$ cat src/sv/sfs_pkg.sv
`default_nettype none

package sfs_pkg;

  localparam int ELEMENT_DEPTH = 1024;
  localparam int FRAME_DEPTH   = 256;
  localparam int MAX_FRAME_LEN = 64;

  // Element index and count widths.
  localparam int EA_W   = $clog2(ELEMENT_DEPTH);
  localparam int CNT_W  = $clog2(ELEMENT_DEPTH + 1);
  // Frame index and count widths.
  localparam int FA_W   = $clog2(FRAME_DEPTH);
  localparam int FC_W   = $clog2(FRAME_DEPTH + 1);
  // Open frame length width.
  localparam int LEN_W  = $clog2(MAX_FRAME_LEN + 1);

  localparam int DATA_W = 32;

  localparam logic OP_PUSH = 1'b0;
  localparam logic OP_POP  = 1'b1;

  localparam logic [1:0] ST_DATA     = 2'd0;
  localparam logic [1:0] ST_EMPTY    = 2'd1;
  localparam logic [1:0] ST_OVERFLOW = 2'd2;

  // One result slot issued by the controller; data results take their
  // element from the element RAM read, which is registered alongside the slot.
  typedef struct packed {
    logic       valid;
    logic       is_data;
    logic [1:0] status;
    logic       last;
  } iss_t;

  typedef struct packed {
    logic [DATA_W-1:0] element;
    logic [1:0]        status;
    logic              last;
  } res_t;

endpackage

`default_nettype wire

$ cat src/sv/sfs_out_buf.sv
`default_nettype none

module sfs_out_buf
  import sfs_pkg::*;
(
  input  wire logic clk_i,
  input  wire logic rst_ni,
  input  wire logic push_i,
  input  wire res_t data_i,
  output      logic valid_o,
  input  wire logic ready_i,
  output      res_t data_o,
  output      logic [1:0] count_o,
  output      logic pop_o
);

  logic [1:0] count_q, count_d;
  res_t       ent0_q, ent1_q;
  logic       pop;
  logic [1:0] wsel;

  assign pop     = (count_q != 2'd0) && ready_i;
  assign wsel    = count_q - {1'b0, pop};
  assign valid_o = (count_q != 2'd0);
  assign data_o  = ent0_q;
  assign count_o = count_q;
  assign pop_o   = pop;

  always_comb begin
    count_d = count_q + {1'b0, push_i} - {1'b0, pop};
  end

  always_ff @(posedge clk_i or negedge rst_ni) begin
    if (!rst_ni) begin
      count_q <= 2'd0;
    end else begin
      count_q <= count_d;
    end
  end

  // Entry 0 is the head; entry 1 acts as the skid slot.
  always_ff @(posedge clk_i) begin
    if (pop && (count_q == 2'd2)) begin
      ent0_q <= ent1_q;
    end
    if (push_i) begin
      if (wsel == 2'd0) begin
        ent0_q <= data_i;
      end else begin
        ent1_q <= data_i;
      end
    end
  end

  a_no_overrun: assert property (@(posedge clk_i) disable iff (!rst_ni)
    !(push_i && (count_q == 2'd2) && !pop))
    else $error("result buffer written while full");

  a_count_range: assert property (@(posedge clk_i) disable iff (!rst_ni)
    count_q != 2'd3)
    else $error("result buffer count out of range");

  a_hold_stable: assert property (@(posedge clk_i) disable iff (!rst_ni)
    (valid_o && !ready_i) |=> (valid_o && $stable(data_o)))
    else $error("stalled result changed before acceptance");

endmodule

`default_nettype wire

$ cat config.mk
export PLATFORM = sky130hd
export DESIGN_NAME = sfs_out_buf
export DESIGN_NICKNAME = d
export VERILOG_FILES = /design/src/sv/sfs_pkg.sv /design/src/sv/sfs_out_buf.sv
export SDC_FILE = /design/constraint.sdc
export NUM_CORES = 1
export LEC_CHECK = 0
export ABC_AREA = 1
export BUFFER_PORTS_ARGS = -buffer_cell sky130_fd_sc_hd__buf_2
export CORE_MARGIN = 3
export CORE_UTILIZATION = 45
export DETAILED_ROUTE_END_ITERATION = 10
export GPL_TIMING_DRIVEN = 1
export PLACE_DENSITY = 0.79
export SLEW_MARGIN = 40
export SYNTH_ARGS = -nofsm -noshare
export SYNTH_HDL_FRONTEND = slang
export SYNTH_SLANG_ARGS = --single-unit
$ cat constraint.sdc
create_clock -name clk_i -period 9.2 [get_ports clk_i]
set_clock_uncertainty 0.15 [all_clocks]
set_input_delay 1.38 -clock clk_i [delete_from_list [all_inputs] [get_ports clk_i]]
set_output_delay 1.38 -clock clk_i [all_outputs]
set_load 0.005 [all_outputs]
# [Word level (Yosys, flattened, before mapping)]
# Index checks and enable logic that the tools add are counted.
[totals] inputBits=39 wordCells=20 reg_bits=72
[classes] bitwise=1 addsub=3 reduce_logical=5 mux=3 n_eq_ne=1
[ops] operator="$mux W35" count=3
[ops] operator="$sub A2 B1 Y2" count=2
[ops] operator="$add A2 B1 Y2" count=1
[ops] operator="$eq A2 B2 Y1 const B" count=1
[ops] operator="$logic_and A1 B1 Y1" count=2
[ops] operator="$logic_not A2 Y1" count=1
[ops] operator="$reduce_and A2 Y1" count=1
[ops] operator="$reduce_bool A2 Y1" count=1
[ops] operator="$not A1 Y1" count=1

# [Longest topological paths before layout]
[logic_depth] depth_word=6 mapped_depth=11 depth_no_buf=8

# [Worst setup path after synthesis]
# OpenSTA, ideal clock, no wires.
[synth_path] kind="input to register" start="input port ready_i" end="register ent1_q[0] in the netlist's numbering, enable pin" path_buffers=2 slack_ps=4749 t_arrival_ps=3874 path_stages=7 path_cell_list="buf_4 > clkbuf_1 > o21a_1 > ha_1 > inv_1 > nor2_4 > nor2_1"
[synth_between] elab_chain_cells=5
[synth_lines] item="start, declared" line="sfs_out_buf.sv:11" text="input wire logic ready_i,"
[synth_lines] item="$logic_and A1 B1 Y1" line="sfs_out_buf.sv:22" text="assign pop = (count_q != 2'd0) && ready_i;"
[synth_lines] item="net pop_o" line="sfs_out_buf.sv:14" text="output logic pop_o"
[synth_lines] item="$sub A2 B1 Y2" line="sfs_out_buf.sv:23" text="assign wsel = count_q - {1'b0, pop};"
[synth_lines] item="$logic_not A2 Y1" line="sfs_out_buf.sv:47" text="if (wsel == 2'd0) begin"
[synth_lines] item="$not A1 Y1 (no source line)"
[synth_lines] item="$reduce_and A2 Y1 (no source line)"
[synth_lines] item="end signal, assigned" line="sfs_out_buf.sv:50" text="ent1_q <= data_i;"
[synth_lines] item="end, declared" line="sfs_out_buf.sv:18" text="res_t ent0_q, ent1_q;"
# The timed path passes the listed nets, and every way through them passes these cells.
# A chain may end at the register's enable or synchronous reset.

# [Worst setup path in the final report]
[layout_path] start="input port ready_i" end="output port pop_o"
[layout_between] elab_chain_cells=1
[layout_lines] item="$logic_and A1 B1 Y1" line="sfs_out_buf.sv:22"
[layout_lines] item="end, declared" line="sfs_out_buf.sv:14"
# Every way passes these cells.

==> run_results.csv <==
group,metric,value,unit
outcome,outcome,"complete, no violations",
floorplan,fp.coreArea,6870,um^2
sta,hold_viol,0,
clock_network,clockRootBuffer,"clkbuf_8",
worst_setup_path,r2r_cells,6,
placed_design,dp_hpwl,4320,um
worst_hold_path,min-delay-start,"data_o[18]",
clock_network,clkLatencyLatePin,0.33,ns
clock_network,post_cts_buffers,0,
placed_design,port_buffers,77,
worst_setup_path,crit_top_cell,"buf_2",
worst_setup_path,path_buf_inv,2,
worst_setup_path,rrSetupSlack,6.65,ns
global_routing,grt_pass1_wl,11400,um
sta,whs,0.394,ns
worst_setup_path,crit_type,"in2out",
pwr,worst_ir_drop_vdd,230,uV
worst_hold_path,holdPathEnd,"data_o[18]",
global_routing,track_usage,0.173,
clock_network,clock-sinks,72,
sta,setup_viol,0,
sta,rsz0062_at_grt,"no",
worst_hold_path,hold_path.class,"reg2reg",
cells_and_area,final_common_cell,"nand2_1",
placed_design,gp_congestion,0.736,
logic_synthesis,synth_area_leaders,"edfxtp_1 (32%), dfxtp_1 (22%), nand2_1 (10%)",
clock_network,postCtsHoldBufs,0,
floorplan,initial_utilization,0.471,
routing,drt_iter0_drc,140,
routing,drt.antenna.violating_nets,0,
sta,relSlewSlack,0.518,
logic_synthesis,synth_top_family_by_area,"simple AND/OR/NAND/NOR gates",
global_routing,grt_pass1_vias,2350,
clock_network,path_clk_slew,0.07,ns
pwr,power.density,335,nW/um^2
sta,maxSlewViolCount,0,
routing,met3_length,437,um
routing,via_count,2457,
logic_synthesis,syn_area_per_cell,9.09,um^2
worst_setup_path,r2r_end,"ent1_q[28]",
logic_synthesis,synth_mux_area_frac,0,
clock_network,cts_tree,"yes",
worst_setup_path,crit_path_top_delay_cell,"buf_2",
run,maxCapViolations,0,
logic_synthesis,synth_top_cell_by_area,"edfxtp_1",
worst_setup_path,cp-end-kind,"primary output",
sta,timing.final.crit_period,3.84,ns
worst_setup_path,crit_chain,"buf_2, o21a_1, buf_2",
worst_setup_path,regToRegStartpoint,"count_o[0]",
routing,wl_per_cell,13.0,um
logic_synthesis,synth_compound_area_frac,0.00232,
worst_setup_path,slowest_delay,0.55,ns
floorplan,dieArea,8240,um^2
logic_synthesis,synthAdderAreaFrac,0.00774,
cells_and_area,syn2layout_area_growth,17.3,%
worst_setup_path,arrival,2.31,ns
placed_design,post-place-ws,5.37,ns
floorplan,die_w,90.8,um
clock_network,htreeDepth,3,
logic_synthesis,yosysWarnings,0,
sta,worstMarginPinSlew,0.723,ns
cells_and_area,multi_input_area,963,um^2
routing,drt_wl_total,6820,um
cells_and_area,final_nets,466,
logic_synthesis,syn_area,3230,um^2
routing,drt_first_pass_iters,4,
worst_setup_path,cp_data_required_time,7.67,ns
routing,met1Wirelength,2970,um
logic_synthesis,synthSimpleGateAreaFrac,0.280,
sta,setup_ws,5.36,ns
routing,route.detailed.drc,0,
global_routing,grt_start_max_net_pins,39,
cells_and_area,final_cell_mix,"nand2_1 (86), buf_2 (77), inv_1 (73)",
worst_setup_path,cp-start-kind,"input pin",
routing,wl_met2,3330,um
logic_synthesis,synth-seq-area-share,0.557,
global_routing,antenna_found_initial,0,
pwr,p_leak,0.00197,uW
cells_and_area,regArea,1800,um^2
worst_hold_path,hold_depth,4,
logic_synthesis,ys_ff_latch,72,
floorplan,rows,30,
clock_network,cts_made_buffers,9,
logic_synthesis,synthXorXnorAreaFrac,0.00542,
clock_network,cts-resized-gates,0,
cells_and_area,antenna_cells,0,
logic_synthesis,netlist_instances,356,
routing,vias_per_cell,4.67,
floorplan,num_io_pins,78,
floorplan,dieHeight,90.8,um
cells_and_area,final_layout_size_suffix_gt1_frac,0.277,
logic_synthesis,synthesis.nets,397,
sta,setup_tns,0,ns
clock_network,clock_path_buffers,2,
routing,dr.max_layer_used,"met4",
sta,clock.fmax,261,MHz
global_routing,overflow,0,
sta,post-route-period-util,0.417,
logic_synthesis,synth_cell_types,23,
cells_and_area,fill_cells,627,
worst_setup_path,path_max_fanout,37,
logic_synthesis,synth_top_area_share,0.325,
worst_setup_path,crit_family,"buffers and inverters",
## per-layer routing
metal | vias to the layer above | global-route usage
met3 | 6 | 0.0350
li1 | 1260 | -
met1 | 1105 | 0.226
met5 | - | 0
met2 | 86 | 0.277
met4 | 0 | 0.0791
## per-stage QoR
stage                     power, uW  area (um^2)  std cells   util
after CTS                      1290         3790        526  0.552
after detailed placement       1040         3590        510  0.523
after global placement         1010         3570        509  0.519
after floorplan                 893         3230        356      -
final                          1270         3790        526  0.552
after global routing           1380         3790        526  0.552
## power by group
part           total [uW]  internal [uW]  leakage [uW]  switching [uW]
combinational         498            191       0.00121             306
sequential            524            471      0.000655            53.2
clock                 249            140      0.000103             109
## logic make-up (layout without fill, tap and decap cells)
kind of cell	count (synthesis)	count (layout)
DFF	72	72
AOI/OAI and AO/OA	1	1
buffers and inverters	96	170
and+or+nand+nor	183	183
adders and majority gates	2	2
xor gates and xnor gates	2	2
## Yosys cell counts, drive strengths merged
cell type    n
xnor2        1
edfxtp      35
nand2      107
clkbuf       3
ha           2
xor2         1
inv         75
dfxtp       35
nor2         5
o21a         1
nand4       35
dfrtp        2
buf         18
nand3       36
## registers in the layout, indices dropped and copies added, names as in the netlist
register / flops
data_o: 35
count_o: 2
ent1_q: 35
## worst min-delay path, stage by stage (launching register included)
cell	delay (ns)
dfxtp_1	0.31
inv_1	0.04
nand2_1	0.04
nand3_1	0.07
nand2_1	0.04
## layout make-up
class,instances,area share
inverter,75,0.0762
timing repair buffer,79,0.111
clock inverter,3,0.0106
clock buffer,13,0.0419
multi-input combinational,188,0.254
sequential,72,0.475
tap,96,0.0317
## worst max path at each step
stage            start         end  slack [ns]  cells past startpoint
2_1_floorplan  ready_i   ent1_q[0]        4.75                      7
3_3_place_gp   ready_i  ent1_q[14]        5.34                      6
3_5_place_dp   ready_i       pop_o        5.37                      3
4_1_cts        ready_i       pop_o        5.36                      3
5_1_grt        ready_i       pop_o        5.32                      3
6_report       ready_i       pop_o        5.36                      3
Note: power is estimated with default switching activity, not from simulation.
