**config.mk**
```make
export PLATFORM = sky130hd
export DESIGN_NAME = sfs_ctrl
export DESIGN_NICKNAME = d
export VERILOG_FILES = /design/src/sv/sfs_pkg.sv /design/src/sv/sfs_ctrl.sv
export SDC_FILE = /design/constraint.sdc
export NUM_CORES = 1
export LEC_CHECK = 0
export BUFFER_PORTS_ARGS = -buffer_cell sky130_fd_sc_hd__buf_4
export CELL_PAD_IN_SITES_DETAIL_PLACEMENT = 1
export CELL_PAD_IN_SITES_GLOBAL_PLACEMENT = 1
export CORE_MARGIN = 4
export CORE_UTILIZATION = 44
export DETAILED_ROUTE_END_ITERATION = 16
export PLACE_DENSITY_LB_ADDON = 0.15
export SYNTH_ARGS = -nofsm -noshare
export SYNTH_HDL_FRONTEND = slang
export SYNTH_SLANG_ARGS = --single-unit
```
**constraint.sdc**
```tcl
create_clock -name clk_i -period 10.7 [get_ports clk_i]
set_clock_uncertainty 0.05 [all_clocks]
set_input_delay 0.535 -clock clk_i [delete_from_list [all_inputs] [get_ports clk_i]]
set_output_delay 0.535 -clock clk_i [all_outputs]
set_load 0.02 [all_outputs]
```
**src/sv/sfs_pkg.sv**
```systemverilog
`default_nettype none

package sfs_pkg;

  localparam int ELEMENT_DEPTH = 1024;
  localparam int FRAME_DEPTH   = 256;
  localparam int MAX_FRAME_LEN = 64;

  // Element index and count widths.
  localparam int EA_W   = $clog2(ELEMENT_DEPTH);
  localparam int CNT_W  = $clog2(ELEMENT_DEPTH + 1);
  // Frame index and count widths.
  localparam int FA_W   = $clog2(FRAME_DEPTH);
  localparam int FC_W   = $clog2(FRAME_DEPTH + 1);
  // Open frame length width.
  localparam int LEN_W  = $clog2(MAX_FRAME_LEN + 1);

  localparam int DATA_W = 32;

  localparam logic OP_PUSH = 1'b0;
  localparam logic OP_POP  = 1'b1;

  localparam logic [1:0] ST_DATA     = 2'd0;
  localparam logic [1:0] ST_EMPTY    = 2'd1;
  localparam logic [1:0] ST_OVERFLOW = 2'd2;

  // One result slot issued by the controller; data results take their
  // element from the element RAM read, which is registered alongside the slot.
  typedef struct packed {
    logic       valid;
    logic       is_data;
    logic [1:0] status;
    logic       last;
  } iss_t;

  typedef struct packed {
    logic [DATA_W-1:0] element;
    logic [1:0]        status;
    logic              last;
  } res_t;

endpackage

`default_nettype wire

```
**src/sv/sfs_ctrl.sv**
```systemverilog
`default_nettype none

module sfs_ctrl
  import sfs_pkg::*;
(
  input  wire logic              clk_i,
  input  wire logic              rst_ni,
  input  wire logic              in_valid_i,
  output      logic              in_ready_o,
  input  wire logic              opcode_i,
  input  wire logic [DATA_W-1:0] value_i,
  input  wire logic              close_i,
  input  wire logic [1:0]        buf_count_i,
  input  wire logic              buf_pop_i,
  output      logic              el_we_o,
  output      logic [EA_W-1:0]   el_waddr_o,
  output      logic [DATA_W-1:0] el_wdata_o,
  output      logic [EA_W-1:0]   el_raddr_o,
  output      logic              fs_we_o,
  output      logic [FA_W-1:0]   fs_waddr_o,
  output      logic [EA_W-1:0]   fs_wdata_o,
  output      logic [FA_W-1:0]   fs_raddr_o,
  input  wire logic [EA_W-1:0]   fs_rdata_i,
  output      iss_t              iss_o
);

  localparam int LENX_W = LEN_W + 1;

  localparam logic [1:0] S_IDLE   = 2'd0;
  localparam logic [1:0] S_FRAME  = 2'd1;
  localparam logic [1:0] S_STREAM = 2'd2;

  logic [1:0]       state_q, state_d;
  logic [CNT_W-1:0] ec_q, ec_d;
  logic [FC_W-1:0]  fc_q, fc_d;
  logic [CNT_W-1:0] ofs_q, ofs_d;
  logic [LEN_W-1:0] olen_q, olen_d;
  logic [CNT_W-1:0] ptr_q, ptr_d;
  logic [CNT_W-1:0] end_q, end_d;
  iss_t             iss_q, iss_d;

  logic             credit_ok;
  logic             accept;
  logic             closing;
  logic             overflow;
  logic [CNT_W-1:0] start_raw;
  logic [CNT_W-1:0] start_lo;
  logic [CNT_W-1:0] start;
  logic [CNT_W-1:0] ptr_inc;

  // A result issued now passes the issue register before it lands in the buffer, so at most one slot
  // may be taken by the buffer and the issue register together, after any pop in this cycle.
  assign credit_ok = ({1'b0, buf_count_i} + {2'b00, iss_q.valid})
                     <= (3'd1 + {2'b00, buf_pop_i});
  assign in_ready_o = (state_q == S_IDLE) && credit_ok;
  assign accept     = in_valid_i && in_ready_o;

  assign closing  = close_i ||
                    (({1'b0, olen_q} + LENX_W'(1)) >= LENX_W'(MAX_FRAME_LEN));
  assign overflow = (ec_q >= CNT_W'(ELEMENT_DEPTH)) ||
                    (closing && (fc_q >= FC_W'(FRAME_DEPTH)));

  // Frame bounds from the frame-start RAM, clamped to the frame limit.
  assign start_raw = {{(CNT_W-EA_W){1'b0}}, fs_rdata_i};
  assign start_lo  = (start_raw > ofs_q) ? ofs_q : start_raw;
  assign start     = ((ofs_q - start_lo) > CNT_W'(MAX_FRAME_LEN))
                     ? (ofs_q - CNT_W'(MAX_FRAME_LEN)) : start_lo;
  assign ptr_inc   = ptr_q + CNT_W'(1);

  assign el_we_o    = accept && (opcode_i == OP_PUSH) && !overflow;
  assign el_waddr_o = ec_q[EA_W-1:0];
  assign el_wdata_o = value_i;
  assign el_raddr_o = ptr_q[EA_W-1:0];
  assign fs_we_o    = el_we_o && closing;
  assign fs_waddr_o = fc_q[FA_W-1:0];
  assign fs_wdata_o = ofs_q[EA_W-1:0];
  assign fs_raddr_o = FA_W'(fc_q - FC_W'(1));
  assign iss_o      = iss_q;

  always_comb begin
    state_d = state_q;
    ec_d    = ec_q;
    fc_d    = fc_q;
    ofs_d   = ofs_q;
    olen_d  = olen_q;
    ptr_d   = ptr_q;
    end_d   = end_q;
    iss_d   = '0;
    unique case (state_q)
      S_IDLE: begin
        if (accept) begin
          if (opcode_i == OP_PUSH) begin
            if (overflow) begin
              iss_d = '{valid: 1'b1, is_data: 1'b0, status: ST_OVERFLOW, last: 1'b1};
            end else begin
              ec_d = ec_q + CNT_W'(1);
              if (closing) begin
                fc_d   = fc_q + FC_W'(1);
                ofs_d  = ec_q + CNT_W'(1);
                olen_d = '0;
              end else begin
                olen_d = olen_q + LEN_W'(1);
              end
            end
          end else begin
            // The open frame is dropped before the top closed frame pops.
            ec_d   = ofs_q;
            olen_d = '0;
            if (fc_q == '0) begin
              iss_d = '{valid: 1'b1, is_data: 1'b0, status: ST_EMPTY, last: 1'b1};
            end else begin
              fc_d    = fc_q - FC_W'(1);
              state_d = S_FRAME;
            end
          end
        end
      end
      S_FRAME: begin
        if (credit_ok) begin
          end_d = ofs_q;
          ptr_d = start;
          ec_d  = start;
          ofs_d = start;
          if (start == ofs_q) begin
            iss_d   = '{valid: 1'b1, is_data: 1'b0, status: ST_EMPTY, last: 1'b1};
            state_d = S_IDLE;
          end else begin
            state_d = S_STREAM;
          end
        end
      end
      S_STREAM: begin
        if (credit_ok) begin
          ptr_d = ptr_inc;
          iss_d = '{valid: 1'b1, is_data: 1'b1, status: ST_DATA,
                    last: (ptr_inc == end_q)};
          if (ptr_inc == end_q) begin
            state_d = S_IDLE;
          end
        end
      end
      default: begin
        state_d = S_IDLE;
      end
    endcase
  end

  always_ff @(posedge clk_i or negedge rst_ni) begin
    if (!rst_ni) begin
      state_q <= S_IDLE;
      ec_q    <= '0;
      fc_q    <= '0;
      ofs_q   <= '0;
      olen_q  <= '0;
      ptr_q   <= '0;
      end_q   <= '0;
      iss_q   <= '0;
    end else begin
      state_q <= state_d;
      ec_q    <= ec_d;
      fc_q    <= fc_d;
      ofs_q   <= ofs_d;
      olen_q  <= olen_d;
      ptr_q   <= ptr_d;
      end_q   <= end_d;
      iss_q   <= iss_d;
    end
  end

  a_count_bounds: assert property (@(posedge clk_i) disable iff (!rst_ni)
    (ec_q <= CNT_W'(ELEMENT_DEPTH)) && (fc_q <= FC_W'(FRAME_DEPTH)) && (ofs_q <= ec_q))
    else $error("stack counters out of range");

  a_stream_ptr: assert property (@(posedge clk_i) disable iff (!rst_ni)
    (state_q == S_STREAM) |-> (ptr_q < end_q))
    else $error("pop pointer ran past frame end");

  a_overflow_result: assert property (@(posedge clk_i) disable iff (!rst_ni)
    (accept && (opcode_i == OP_PUSH) && overflow)
    |=> (iss_q.valid && (iss_q.status == ST_OVERFLOW) && !iss_q.is_data))
    else $error("dropped push gave no overflow result");

endmodule

`default_nettype wire

```
Word level (Yosys, flattened, before mapping)
Index checks and enable logic that the tools add are counted.

operators by class
  shift-type cells = 0
  multiply operators = 0
  bitwise operators = 1
  divide/modulo/power cells = 0
  muxes and demuxes = 37
  equal/unequal tests = 16
  magnitude comparators = 6
  add/subtract/negate cells = 10
  reduce and logical (&&, ||, !) cells = 21

operators with widths
  cell                                                                                 number
  11-bit two-way mux                                                                   11
  11-bit case mux with 2 select lines                                                  3
  9-bit two-way mux                                                                    4
  5-bit two-way mux                                                                    7
  11-bit by 1-bit adder with 11-bit output, second input constant                      2
  11-bit equality test                                                                 2
  2-bit != test, second input constant                                                 11
  7-bit two-way mux                                                                    3
  5-bit case mux with 3 select lines                                                   1
  2-bit two-way mux                                                                    7
  6-bit AND reduction                                                                  2
  11-bit greater-or-equal comparator, second input constant                            1
  10-bit by 11-bit > comparator with 1-bit output                                      1
  11-bit by 7-bit > comparator with 1-bit output, second input constant                1
  11-bit subtractor                                                                    1
  11-bit by 7-bit subtractor with 11-bit output, second input constant                 1
  9-bit by 1-bit adder with 9-bit output, second input constant                        1
  9-bit greater-or-equal comparator, second input constant                             1
  9-bit logical NOT                                                                    1
  9-bit by 1-bit subtractor with 9-bit output, second input constant                   1
  7-bit by 1-bit adder with 8-bit output, second input constant                        1
  8-bit by 7-bit greater-or-equal comparator with 1-bit output, second input constant  1
  7-bit by 1-bit adder with 7-bit output, second input constant                        1
  1-bit logical AND                                                                    6
  other kinds (16)                                                                     20

storage, ports and cells
  bits in latches = 0
  bits in read-only memories = 0
  bits in writable memories = 0
  input bits = 50
  memories = 0
  bits in registers = 67

Longest topological paths before layout
  depth in word-level cells = 9
  gate-level depth with buffers = 20

Least setup slack after synthesis
No wires, ideal clock.

  kind = reg2reg
  start point = register ofs_q[6]
  end point = register ptr_q[4]
  path buffers = 2
  setup time = 94 ps
  required time = 10556 ps
  period minus slack after synthesis = 4475 ps
  cell stages (with the launch flop) = 19
  slack = 6225 ps
  arrival = 4331 ps
  cell sequence = dfrtp_1 clkbuf_1 inv_1 ha_1 nand4_1 o31ai_1 or2_2 nand2_2 mux2_2 fa_1 nor2b_1 o2111ai_1 nand3b_1 xor2_1 a2111oi_4 and3_1 buf_6 mux2_4 a221oi_2

between the ends
  longest elaborated chain between the ends = 7

RTL lines
  what                                             line             text
  from (decl)                                      sfs_ctrl.sv:36   logic [CNT_W-1:0] ofs_q, ofs_d;
  from (signal assigned)                           sfs_ctrl.sv:162  ofs_q <= ofs_d;
  10-bit by 11-bit > comparator with 1-bit output  sfs_ctrl.sv:65   assign start_lo = (start_raw > ofs_q) ? ofs_q : start_raw;
  11-bit two-way mux                               sfs_ctrl.sv:65
  11-bit subtractor                                sfs_ctrl.sv:66   assign start = ((ofs_q - start_lo) > CNT_W'(MAX_FRAME_LEN))
  11-bit by 7-bit > comparator with 1-bit output   sfs_ctrl.sv:66
  11-bit two-way mux *                             sfs_ctrl.sv:67   ? (ofs_q - CNT_W'(MAX_FRAME_LEN)) : start_lo;
  11-bit two-way mux *                             sfs_ctrl.sv:119  if (credit_ok) begin
  11-bit case mux with 2 select lines *            sfs_ctrl.sv:89   unique case (state_q)
  to (signal assigned)                             sfs_ctrl.sv:164  ptr_q <= ptr_d;
  to (decl)                                        sfs_ctrl.sv:38   logic [CNT_W-1:0] ptr_q, ptr_d;

Mark *: on every way between the ends. The rest lies on a longest branch, timed or not. The select of a mux whose other input is x is not followed.
A chain may end at the register's enable or synchronous reset.

Worst setup path after layout
  start point = register ofs_q[1]
  end point = register ec_q[1]

between the ends
  longest elaborated chain between the ends = 7
  elaborated cells on any way between the ends = 10
  those cells by class = 2 x add/sub; 2 x order compare; 6 x mux

RTL lines
  what                                             line             text
  10-bit by 11-bit > comparator with 1-bit output  sfs_ctrl.sv:65
  11-bit two-way mux                               sfs_ctrl.sv:65
  11-bit subtractor                                sfs_ctrl.sv:66
  11-bit by 7-bit > comparator with 1-bit output   sfs_ctrl.sv:66
  11-bit two-way mux                               sfs_ctrl.sv:67
  11-bit two-way mux                               sfs_ctrl.sv:119
  11-bit case mux with 2 select lines *            sfs_ctrl.sv:89
  to (signal assigned)                             sfs_ctrl.sv:151  ec_q <= '0;
  to (signal assigned)                             sfs_ctrl.sv:160  ec_q <= ec_d;
  to (decl)                                        sfs_ctrl.sv:34   logic [CNT_W-1:0] ec_q, ec_d;

Marks and branches as above.

==> impl_metrics.csv <==
group,metric,value,unit
run_status,status,"finished clean",
setup_path,critical_path_buf_inv_count,1,
worst_hold_path,worstHoldPathType,"primary input to async pin",
route,drt_pre_antenna_iters,4,
final_layout,insertedDiodeCount,0,
global_routing,grt_pass1_wl,29400,um
clock_tree,clkLatencyLatePin,350,ps
final_layout,drive_above_1_share,17.5,%
sta,finalCritPeriodShare,50.9,%
sta,final-setup-viol-count,0,
setup_path,cpLargestDelayFamily,"compound AO/OA/AOI/OAI gates",
clock_tree,cts_tree,"built",
final_layout,nets,756,
route,drt-vias-per-instance,5.95,
clock_tree,cts_setup_buffers,0,
pwr,p_leak,2.74,nW
route,wl_met1,7720,um
route,via_count,5065,
setup_path,path_class,"flop to flop",
clock_tree,post_cts_resize_count,0,
final_layout,nFillCells,1511,
yosys,synth_fp_nets,772,
sta,hold_viol,0,
clock_tree,htreeDepth,3,
route,drc_errors,0,
yosys,synth_area,5810,um^2
sta,fmax,0.184,GHz
clock_tree,cts_sinks,67,
yosys,ys_ff_latch,67,
setup_path,startpoint_type,"flop",
floorplanning,coreArea,12800,um^2
final_layout,area_growth,7.43,%
global_routing,grt_pass1_vias,5322,
route,wire_per_inst,21.5,um
yosys,syn_inst,690,
placement,portBuffers,71,
route,wl_met2,8900,um
route,drtAntennaViolNets,0,
clock_tree,path_clk_slew,60,ps
route,routed_wl,18300,um
route,dr.max_layer_used,"met4",
global_routing,track_usage,25.4,%
route,dr.first_iter.drc_count,337,
global_routing,grt-ovfl-total,0,
job,maxCapViolCount,0,
pwr,power_density,371,nW/um^2
final_layout,final_cell_mix,"76 x buf_4, 67 x dfrtp_1, 52 x o21ai_0",
sta,period_minus_slack,5450,ps
yosys,synth_edf_count,0,
sta,finalMaxSlewViolations,0,
global_routing,antenna_found_initial,0,
floorplanning,rows,41,
placement,hpwl,13800,um
clock_tree,numCtsBuffers,9,
setup_path,end_kind,"flop",
yosys,yosysUniqueCellTypes,66,
global_routing,grt_max_degree,68,
floorplanning,die_y,123,um
floorplanning,top_level_ports,136,
setup_path,crit_chain,"inv_1 -> ha_1 -> nor2b_1 -> o21ai_0 -> a21oi_1 -> o31ai_1 -> nand2_2 -> mux2i_1 -> ha_1 -> fa_1 -> nor2b_1 -> o22ai_1 -> xor2_1 -> o2111ai_1 -> a2111oi_4 -> and3_1 -> mux2i_1 -> o221ai_1",
sta,maxSlewHeadroom,36.6,%
floorplanning,die_w,123,um
placement,place_ws,5260,ps
setup_path,slowest_delay,600,ps
setup_path,cp_slowest_cell,"and3_1",
sta,tns,0,ps
floorplanning,die_area,15100,um^2
setup_path,worstPathArrival,5600,ps
sta,layout_setup_ws,5250,ps
sta,rsz0062_at_grt,"false",
placement,placed_cell_area,5910,um^2
sta,hold-worst-slack,245,ps
setup_path,cp_max_fo,10,
clock_tree,clock_path_buffers,2,
placement,gp_congestion,0.916,
floorplanning,initial_utilization,45.5,%
sta,worst_slew_pin_slew,950,ps
pwr,vdd_drop_max,0.177,mV
final_layout,postLayoutCellArea,6240,um^2
yosys,synth_warnings,0,
final_layout,mostFrequentLayoutCell,"buf_4",
yosys,async_flop_share,100,%
route,dr_wl_met3,986,um
yosys,yosysSeqAreaShare,28.9,%
yosys,synth_ff_type,"dfrtp_1",
clock_tree,cts_hold_buf,0,
setup_path,cp_data_required_time,10850,ps
yosys,avgSynthCellArea,8.42,um^2
clock_tree,cts_root_buffer,"clkbuf_16",
==> worst paths after layout <==
| path | from | endpoint | slack (ps) | cells after the start |
|---|---|---|---|---|
| min in group clk_i | end_q[2]$_DFFE_PN0P_ | end_q[2]$_DFFE_PN0P_ | 470 | 2 |
| worst min-delay path | rst_ni | fc_q[3]$_DFFE_PN0P_ | 250 | 1 |
| worst max register to register | ofs_q[1]$_DFFE_PN0P_ | ec_q[1]$_DFFE_PN0P_ | 5250 | 18 |
| worst max-delay path | ofs_q[1]$_DFFE_PN0P_ | ec_q[1]$_DFFE_PN0P_ | 5250 | 18 |
| max in group asynchronous | rst_ni | olen_q[5]$_DFFE_PN0P_ | 9740 | 1 |
| worst min register to register | end_q[2]$_DFFE_PN0P_ | end_q[2]$_DFFE_PN0P_ | 470 | 2 |
==> power breakdown <==
| part | internal (W) | switching (W) |
|---|---|---|
| Clock | 0.000210 | 0.000120 |
| Combinational | 0.000581 | 0.000823 |
| Sequential | 0.000359 | 0.000220 |
==> cells in the mapped netlist (3+ instances only) <==
cell,n,area [um^2]
buf_4,70,526
dfrtp_1,67,1680
o21ai_0,52,260
nand2_1,49,184
a21oi_1,47,235
nor2_1,42,158
xnor2_1,31,272
xor2_1,31,272
ha_1,30,375
inv_1,29,109
clkbuf_1,28,105
nand3_1,28,140
nor3_1,21,105
nand4_1,15,93.8
mux2i_1,12,120
o22ai_1,11,68.8
a21o_1,8,60.1
a31oi_1,8,50.1
and3_1,7,43.8
mux2_2,7,78.8
nor2b_1,7,43.8
or3_1,6,37.5
a221oi_2,5,75.1
nor4_1,5,31.3
o31ai_1,5,37.5
mux2_4,4,60.1
a221oi_1,3,26.3
and2_1,3,18.8
clkbuf_8,3,41.3
o2111ai_1,3,26.3
o211ai_1,3,22.5
o221ai_1,3,26.3
or2_2,3,18.8
==> worst register-to-register path: cells and delay by family, from the launching register on <==
| family | cells | cell delay [ps] |
|---|---|---|
| mux | 2 | 670 |
| buf+inv | 1 | 160 |
| xor+xnor | 1 | 160 |
| simple gates | 4 | 1230 |
| compound gates | 7 | 1570 |
| flops | 1 | 480 |
| fa+ha+maj | 3 | 1000 |
==> state kept, by name, indices dropped and copies added (netlist names) <==
signal   cells
ptr_q       11
ofs_q       11
ec_q        11
fc_q         9
olen_q       7
iss_o        5
end_q       11
state_q      2
==> per-layer routing <==
metal | global-route usage [%] | up-vias
li1 | - | 2355
met1 | 31.9 | 2519
met2 | 42.2 | 137
met3 | 5.40 | 54
met4 | 10.8 | 0
met5 | 0 | -
==> logic make-up (layout without fill, tap and decap cells) <==
logic type	Yosys count	after routing	share of synthesized area [%]
simple gates	204	204	17.5
compound gates	170	170	19.0
buf+inv	132	121	13.7
flops	67	67	28.9
xor+xnor	62	62	9.35
fa+ha+maj	32	32	7.15
mux	23	23	4.46
==> stage by stage <==
stage	total power [W]	util, %	instances
6_report	0.00231	48.9	851
4_1_cts	0.00232	48.9	851
5_1_grt	0.00249	48.9	851
3_3_place_gp	0.00193	46.3	835
2_1_floorplan	0.00162	-	690
3_5_place_dp	0.00198	46.3	835
==> final cells by class <==
type / count / area (um^2) / share of cell area, %
clock buffers: 10 / 239 / 3.83
clock inverters: 6 / 88.8 / 1.42
inverters: 29 / 109 / 1.74
multi-input cells: 491 / 3340 / 53.6
flip-flops and latches: 67 / 1680 / 26.9
well taps: 172 / 215 / 3.45
repair buffers: 76 / 571 / 9.14
No activity file was read; power rests on OpenSTA's default activity.
